<file path="config.mk">
export PLATFORM = sky130hd
export DESIGN_NAME = power_monitor_self_test_sequencer_core
export DESIGN_NICKNAME = d
export VERILOG_FILES = /design/src/pmst_pkg.sv /design/src/pmst_window.sv /design/src/pmst_tick.sv /design/src/power_monitor_self_test_sequencer_core.sv
export SDC_FILE = /design/constraint.sdc
export NUM_CORES = 1
export LEC_CHECK = 0
export CAP_MARGIN = 20
export CORE_MARGIN = 5
export CORE_UTILIZATION = 35
export DETAILED_ROUTE_END_ITERATION = 6
export DONT_BUFFER_PORTS = 1
export PLACE_DENSITY_LB_ADDON = 0.2
export SLEW_MARGIN = 30
export SYNTH_ARGS = -nofsm -noshare
export SYNTH_HDL_FRONTEND = slang
export SYNTH_SLANG_ARGS = --single-unit
</file>
<file path="constraint.sdc">
create_clock -name clk -period 13.86 [get_ports clk]
set_clock_uncertainty 0.1 [all_clocks]
set_input_delay 0.693 -clock clk [delete_from_list [all_inputs] [get_ports clk]]
set_output_delay 0.693 -clock clk [all_outputs]
set_load 0.02 [all_outputs]
</file>
<file path="src/pmst_pkg.sv">
`timescale 1ns / 1ps
// ----------------------------------------------------------------------------
// pmst_pkg
// Shared types and constants for the power monitor / self-test sequencer.
// ----------------------------------------------------------------------------
package pmst_pkg;

  localparam int DELTA_W = 10;
  localparam int TIME_W  = 16;
  localparam int N_AP    = 5;
  localparam int N_ATHR  = 5;
  localparam int N_DIG   = 2;

  // Self-test windows, elapsed ms, inclusive bounds
  localparam logic [TIME_W-1:0] AP_LO [N_AP] =
    '{16'd24700, 16'd25230, 16'd25460, 16'd25620, 16'd25800};
  localparam logic [TIME_W-1:0] AP_HI [N_AP] =
    '{16'd25180, 16'd25350, 16'd25550, 16'd25750, 16'd25950};
  localparam logic [TIME_W-1:0] ATHR_LO [N_ATHR] =
    '{16'd26160, 16'd26700, 16'd26960, 16'd27110, 16'd27320};
  localparam logic [TIME_W-1:0] ATHR_HI [N_ATHR] =
    '{16'd26600, 16'd26850, 16'd27050, 16'd27220, 16'd27720};
  localparam logic [TIME_W-1:0] DIG_LO [N_DIG] = '{16'd25230, 16'd29350};
  localparam logic [TIME_W-1:0] DIG_HI [N_DIG] = '{16'd28200, 16'd29750};

  localparam logic [TIME_W-1:0] TEST_LEN_RST  = 16'd30000;
  localparam logic [TIME_W-1:0] OUTAGE_LIM_RST = 16'd10;

  typedef enum logic [1:0] {
    BUS_FAIL_WARN = 2'd0,
    BUS_FUNC_TEST = 2'd1,
    BUS_NORMAL    = 2'd2
  } bus_status_t;

  // Register word indexes on the config port
  typedef enum logic {
    REG_TEST_LEN   = 1'b0,
    REG_OUTAGE_LIM = 1'b1
  } reg_idx_t;

  typedef struct packed {
    logic [DELTA_W-1:0] delta_ms;
    logic               powered;
    logic               fault_active;
    logic               gear_pressed_own;
    logic               gear_pressed_opposite;
  } item_t;

  typedef struct packed {
    logic [TIME_W-1:0] outage_time;
    logic              supply_fault;
    logic [TIME_W-1:0] test_countdown;
    logic              dig_valid;
  } state_t;

  typedef struct packed {
    logic        healthy;
    logic        ap_light;
    logic        athr_light;
    bus_status_t bus_status;
    logic        test_running;
  } result_t;

  typedef struct packed {
    logic ap_on;
    logic athr_on;
    logic dig_on;
  } win_t;

endpackage

</file>
<file path="src/pmst_window.sv">
`timescale 1ns / 1ps
// ----------------------------------------------------------------------------
// pmst_window
// Elapsed self-test time and the fixed AP / A/THR / bus-test window decode.
// ----------------------------------------------------------------------------
module pmst_window
  import pmst_pkg::*;
(
  input  logic [TIME_W-1:0] test_len,
  input  logic [TIME_W-1:0] countdown,
  output win_t              win
);

  logic [TIME_W:0]   elapsed_w;
  logic [TIME_W-1:0] elapsed;
  logic              neg;
  logic              ap_hit;
  logic              athr_hit;
  logic              dig_hit;

  // countdown above length => negative elapsed, nothing matches
  assign elapsed_w = {1'b0, test_len} - {1'b0, countdown};
  assign neg       = elapsed_w[TIME_W];
  assign elapsed   = elapsed_w[TIME_W-1:0];

  always_comb begin
    ap_hit   = 1'b0;
    athr_hit = 1'b0;
    dig_hit  = 1'b0;
    for (int i = 0; i < N_AP; i++) begin
      ap_hit = ap_hit | ((elapsed >= AP_LO[i]) && (elapsed <= AP_HI[i]));
    end
    for (int i = 0; i < N_ATHR; i++) begin
      athr_hit = athr_hit | ((elapsed >= ATHR_LO[i]) && (elapsed <= ATHR_HI[i]));
    end
    for (int i = 0; i < N_DIG; i++) begin
      dig_hit = dig_hit | ((elapsed >= DIG_LO[i]) && (elapsed <= DIG_HI[i]));
    end
  end

  assign win.ap_on   = ap_hit & ~neg;
  assign win.athr_on = athr_hit & ~neg;
  assign win.dig_on  = dig_hit & ~neg;

endmodule

</file>
<file path="src/pmst_tick.sv">
`timescale 1ns / 1ps
// ----------------------------------------------------------------------------
// pmst_tick
// One tick of power monitoring and countdown: next state and result.
// ----------------------------------------------------------------------------
module pmst_tick
  import pmst_pkg::*;
(
  input  item_t             item,
  input  state_t            cur,
  input  logic [TIME_W-1:0] test_len,
  input  logic [TIME_W-1:0] outage_lim,
  output state_t            nxt,
  output result_t           res
);

  logic [TIME_W:0]   outage_sum;
  logic [TIME_W-1:0] outage_mid;
  logic              fault_mid;
  logic              restore;
  logic [TIME_W-1:0] cd_mid;
  logic [TIME_W-1:0] delta_ext;
  logic [TIME_W-1:0] cd_new;
  logic              complete;
  logic              dig_new;
  logic              healthy;
  win_t              win;

  assign delta_ext  = {{(TIME_W-DELTA_W){1'b0}}, item.delta_ms};
  assign outage_sum = {1'b0, cur.outage_time} + {1'b0, delta_ext};

  always_comb begin
    if (!item.powered) begin
      outage_mid = outage_sum[TIME_W] ? {TIME_W{1'b1}} : outage_sum[TIME_W-1:0];
    end else begin
      outage_mid = cur.outage_time;
    end
  end

  assign fault_mid = cur.supply_fault | (outage_mid > outage_lim);
  assign restore   = item.powered & fault_mid;

  // reload on power return with both gear flags, then count down to zero
  assign cd_mid = (restore && item.gear_pressed_own && item.gear_pressed_opposite) ?
                  test_len : cur.test_countdown;
  assign cd_new = (cd_mid > delta_ext) ? (cd_mid - delta_ext) : '0;

  pmst_window u_window (
    .test_len  (test_len),
    .countdown (cd_new),
    .win       (win)
  );

  assign complete = (cd_new == '0);
  assign dig_new  = complete ? cur.dig_valid : win.dig_on;
  assign healthy  = ~item.fault_active & ~(fault_mid & ~restore) & complete;

  assign nxt.outage_time    = restore ? '0 : outage_mid;
  assign nxt.supply_fault   = fault_mid & ~restore;
  assign nxt.test_countdown = cd_new;
  assign nxt.dig_valid      = dig_new;

  assign res.healthy      = healthy;
  assign res.ap_light     = ~complete & win.ap_on;
  assign res.athr_light   = ~complete & win.athr_on;
  assign res.bus_status   = healthy ? BUS_NORMAL : (dig_new ? BUS_FUNC_TEST : BUS_FAIL_WARN);
  assign res.test_running = ~complete;

endmodule

</file>
<file path="src/power_monitor_self_test_sequencer_core.sv">
`timescale 1ns / 1ps
// ----------------------------------------------------------------------------
// power_monitor_self_test_sequencer_core
// Power outage monitor with supply-fault latch and timed self-test sequencer.
// ----------------------------------------------------------------------------
// A request is held in the input register, then its result in the result register.
// Throughput: 1 request per cycle while out_tready is high; the tick update
//   is one combinational pass from the input and state registers into res_r.
// Reset (rst_n low, synchronous): pipeline empty, outage time, supply fault,
//   countdown and bus-test validity cleared; test length 30000 ms, outage
//   limit 10 ms.
module power_monitor_self_test_sequencer_core
  import pmst_pkg::*;
(
  input  logic        clk,
  input  logic        rst_n,
  // request channel
  input  logic        in_tvalid,
  output logic        in_tready,
  // [9:0] delta_ms, [10] powered, [11] fault_active, [12] gear_pressed_own,
  // [13] gear_pressed_opposite, [15:14] zero
  input  logic [15:0] in_tdata,
  // result channel
  output logic        out_tvalid,
  input  logic        out_tready,
  // [0] healthy, [1] ap_light, [2] athr_light, [4:3] bus_status,
  // [5] test_running, [7:6] zero
  output logic [7:0]  out_tdata,
  // config port
  input  logic        cfg_psel,
  input  logic        cfg_penable,
  input  logic        cfg_pwrite,
  input  logic [2:0]  cfg_paddr,
  input  logic [31:0] cfg_pwdata,
  output logic [31:0] cfg_prdata,
  output logic        cfg_pready
);

  // ---------------------------------------------------------------------------
  // Config registers (word addressed, byte lanes ignored)
  // ---------------------------------------------------------------------------
  logic [TIME_W-1:0] test_len_r;
  logic [TIME_W-1:0] outage_lim_r;
  logic              cfg_wr;
  reg_idx_t          cfg_idx;

  assign cfg_pready = 1'b1;
  assign cfg_wr     = cfg_psel & cfg_penable & cfg_pwrite & cfg_pready;
  assign cfg_idx    = reg_idx_t'(cfg_paddr[2]);

  always_ff @(posedge clk) begin
    if (!rst_n) begin
      test_len_r   <= TEST_LEN_RST;
      outage_lim_r <= OUTAGE_LIM_RST;
    end else if (cfg_wr) begin
      unique case (cfg_idx)
        REG_TEST_LEN:   test_len_r   <= cfg_pwdata[TIME_W-1:0];
        REG_OUTAGE_LIM: outage_lim_r <= cfg_pwdata[TIME_W-1:0];
        default: ;
      endcase
    end
  end

  always_comb begin
    unique case (cfg_idx)
      REG_TEST_LEN:   cfg_prdata = {16'd0, test_len_r};
      REG_OUTAGE_LIM: cfg_prdata = {16'd0, outage_lim_r};
      default:        cfg_prdata = '0;
    endcase
  end

  // ---------------------------------------------------------------------------
  // Pipeline control: input stage feeds the result stage whenever the result
  // register is empty or being drained this cycle.
  // ---------------------------------------------------------------------------
  logic    in_v_r;
  item_t   item_r;
  logic    out_v_r;
  result_t res_r;
  state_t  state_r;
  state_t  state_nxt;
  result_t res_nxt;
  logic    adv;
  logic    in_acc;

  assign adv       = in_v_r & (~out_v_r | out_tready);
  assign in_tready = ~in_v_r | adv;
  assign in_acc    = in_tvalid & in_tready;

  always_ff @(posedge clk) begin
    if (!rst_n) begin
      in_v_r <= 1'b0;
    end else if (in_tready) begin
      in_v_r <= in_tvalid;
    end
  end

  // unpack request fields, lowest bit first
  always_ff @(posedge clk) begin
    if (in_acc) begin
      item_r.delta_ms              <= in_tdata[9:0];
      item_r.powered               <= in_tdata[10];
      item_r.fault_active          <= in_tdata[11];
      item_r.gear_pressed_own      <= in_tdata[12];
      item_r.gear_pressed_opposite <= in_tdata[13];
    end
  end

  // ---------------------------------------------------------------------------
  // Tick evaluation: state is committed together with the result so the next
  // request sees the updated outage time, fault latch and countdown.
  // ---------------------------------------------------------------------------
  pmst_tick u_tick (
    .item       (item_r),
    .cur        (state_r),
    .test_len   (test_len_r),
    .outage_lim (outage_lim_r),
    .nxt        (state_nxt),
    .res        (res_nxt)
  );

  always_ff @(posedge clk) begin
    if (!rst_n) begin
      state_r <= '0;
    end else if (adv) begin
      state_r <= state_nxt;
    end
  end

  always_ff @(posedge clk) begin
    if (!rst_n) begin
      out_v_r <= 1'b0;
    end else if (adv) begin
      out_v_r <= 1'b1;
    end else if (out_tready) begin
      out_v_r <= 1'b0;
    end
  end

  always_ff @(posedge clk) begin
    if (adv) begin
      res_r <= res_nxt;
    end
  end

  assign out_tvalid = out_v_r;
  assign out_tdata  = {2'b00, res_r.test_running, res_r.bus_status,
                       res_r.athr_light, res_r.ap_light, res_r.healthy};

  // ---------------------------------------------------------------------------
  // Assertions
  // ---------------------------------------------------------------------------
  // a latched supply fault always has outage time behind it
  a_fault_has_outage: assert property (@(posedge clk) disable iff (!rst_n)
    state_r.supply_fault |-> (state_r.outage_time != '0))
    else $error("supply fault latched with zero outage time");

  // healthy and test running exclude each other
  a_healthy_not_running: assert property (@(posedge clk) disable iff (!rst_n)
    out_v_r |-> !(res_r.healthy && res_r.test_running))
    else $error("healthy reported while self test runs");

  // lights only during the test, and AP / A/THR windows never overlap
  a_lights: assert property (@(posedge clk) disable iff (!rst_n)
    (out_v_r && (res_r.ap_light || res_r.athr_light)) |->
      (res_r.test_running && !(res_r.ap_light && res_r.athr_light)))
    else $error("test light outside its window");

  // a result is emitted only in the cycle after the input stage advanced
  a_out_from_adv: assert property (@(posedge clk) disable iff (!rst_n)
    $rose(out_v_r) |-> $past(adv))
    else $error("result valid without a request");

endmodule

</file>
==> metrics.txt <==
postcts setup bufs 0; Pwr Total 1.57 mW; max frequency 87.9 MHz; Worst-Margin Slew 0.878 ns; die area 0.0243 mm2; Final Net Count 1,046; Total Negative Setup Slacks 0 ns; final worst-path cycle share 82.0%; initial antenna violation count 0; Detailed Route Iter0 Violations 525; initial core utilization 35.5%; worst-path maximum fanout 20; most frequent cells in the layout nand2_1, dfxtp_1, nor2_1; first-pass GRT wire length 34,700 um; count of final hold-check violations 0; outcome finished clean; Core Box Area 0.0210 mm2; Pre-antenna DRT Iters 5; CP Class reg2reg; crit-path max cell delay 0.69 ns; Synth Area per Inst 7.79 um2; cell count after synthesis 958; FF-to-FF setup slack 2.49 ns; Max-Cap Viols 0; Cell Area, Synth 0.00746 mm2; DRC viols 0; DRT antenna net count 0; largest net degree at the start of global routing 58; Critical Path Source Type flop; io pins 101; CTS resizes 0; unrepaired setup endpoints after global routing false; busiest grt layer met2; VDD IR-drop max 65.4 uV; Leakage Power 3.03 nW; Tmin final 11.37 ns; number of global-route vias before repair 6,441; most common cell after layout, fill and taps aside nand2_1; FP Rows 53; Die X 156 um; crit path DAT 11.48 ns; Reg clk slew, reported paths 0.07 ns; Detailed Route WL 21,700 um; worst-case clock buffer depth 2; FF+latch count, synth 88; Req. time, crit path 13.96 ns; DR vias/cell 5.57; Clock Latency Late Sink 0.36 ns; slowest CP cell or4b_1; ANT cells 0; CTS buffer count 9; Syn-to-layout area delta 5.85%; count of different cell masters after synthesis 76; Post-synth ARST share 0%; worst rel slew slack 41.1%; hpwl dp 16,500 um; YS warnings 0; htree depth 3; grt ovf 0; sequential fraction of the synthesis area 26.3%; GRT Util Overall 17.7%; PortBufs 0; min-delay worst type in2reg; Crit. End Element flop; Root Driver clkbuf_16; TritonCTS clock tree built; die height 156 um; clk sinks 88; Finish-stage setup viols 0; WL per Instance 17.9 um; final max-slew violation count 0; Main synth FF type dfxtp_1; share of layout cells above drive strength 1 6.19%; met1 usage 23.5%; Worst path most repeated cell a21oi_1; vias 6,752; routability cong. 0.877; M2 GR Usage 27.7%; EDFF count, synth 20; power per cell area 199 mW/mm2; hold buffer count at cts 0; met3 usage in global routing 5.83%
-- worst max-delay path: cells and delay by family, from the launching register on --
family          cells  cell delay (ns)
mux                 2             0.54
flops               1             0.42
fa+ha+maj           6             1.75
buf+inv             2             0.38
compound gates     19             4.86
simple gates        9             3.00
xor+xnor            1             0.17
-- per-stage QoR --
step	area (um2)	std cells	worst slack (ns)	utilization, %	hold WS (ns)
after floorplan	7530	975	3.78	-	0.331
after global placement	7590	1196	2.57	36.1	0.354
after detailed placement	7590	1196	2.52	36.1	0.370
after CTS	7900	1212	2.48	37.6	0.300
after global routing	7900	1212	1.49	37.6	0.309
final	7900	1212	2.49	37.6	0.333
-- cell families after synthesis --
family	count (synthesis)	share of synthesized area [%]
multiplexers	35	5.11
other	2	0.101
buffers and inverters	96	6.15
AND/OR/NAND/NOR	387	24.8
XOR/XNOR	37	4.44
adder cells (fa/ha/maj)	56	9.69
flip-flops	88	26.3
AO/OA/AOI/OAI	257	23.4
-- where the power goes --
group | switching [mW] | internal, mW | total (mW)
sequential | 0.0171 | 0.281 | 0.298
combinational | 0.679 | 0.338 | 1.02
clock | 0.125 | 0.130 | 0.255
-- flip-flops by register name (all words and copies together) (netlist names) --
name and cells:
state_r 34, outage_lim_r 16, test_len_r 16, item_r 14, out_tdata 6, in_v_r 1
out_tvalid 1
-- layout make-up --
type / instances / area (um2)
Fill cell: 2205 / 13100
Multi-Input combinational cell: 791 / 5110
Sequential cell: 88 / 1960
Tap cell: 275 / 344
Clock buffer: 9 / 225
Inverter: 37 / 139
Clock inverter: 7 / 83.8
Timing Repair Buffer: 5 / 37.5
-- synthesized netlist by cell type, types with 22 or more instances --
cell | count | area share (%)
nand3_1 | 34 | 2.3
xnor2_1 | 22 | 2.6
nor3_1 | 35 | 2.3
a21oi_1 | 59 | 4.0
o21ai_0 | 47 | 3.2
clkbuf_1 | 27 | 1.4
dfxtp_1 | 68 | 18
ha_1 | 53 | 8.9
inv_1 | 36 | 1.8
nand2_1 | 145 | 7.3
buf_4 | 22 | 2.2
a21boi_0 | 27 | 2.7
mux2_2 | 25 | 3.8
nor2_1 | 64 | 3.2
-- final timing paths --
path                                   from            to  depth (start not counted)
worst max-delay path              item_r[4]  out_tdata[3]                         39
worst min-delay path            in_tdata[4]     item_r[8]                          0
worst max register to register    item_r[4]  out_tdata[3]                         39
worst min register to register   state_r[0]    state_r[0]                          2
-- layer usage --
layer,part of all wire (%),wire (um)
met3,7.8,1680
met4,1.8,391
met5,0,0
met2,44,9600
met1,46,9990
Power figures use the tool's default switching activity.
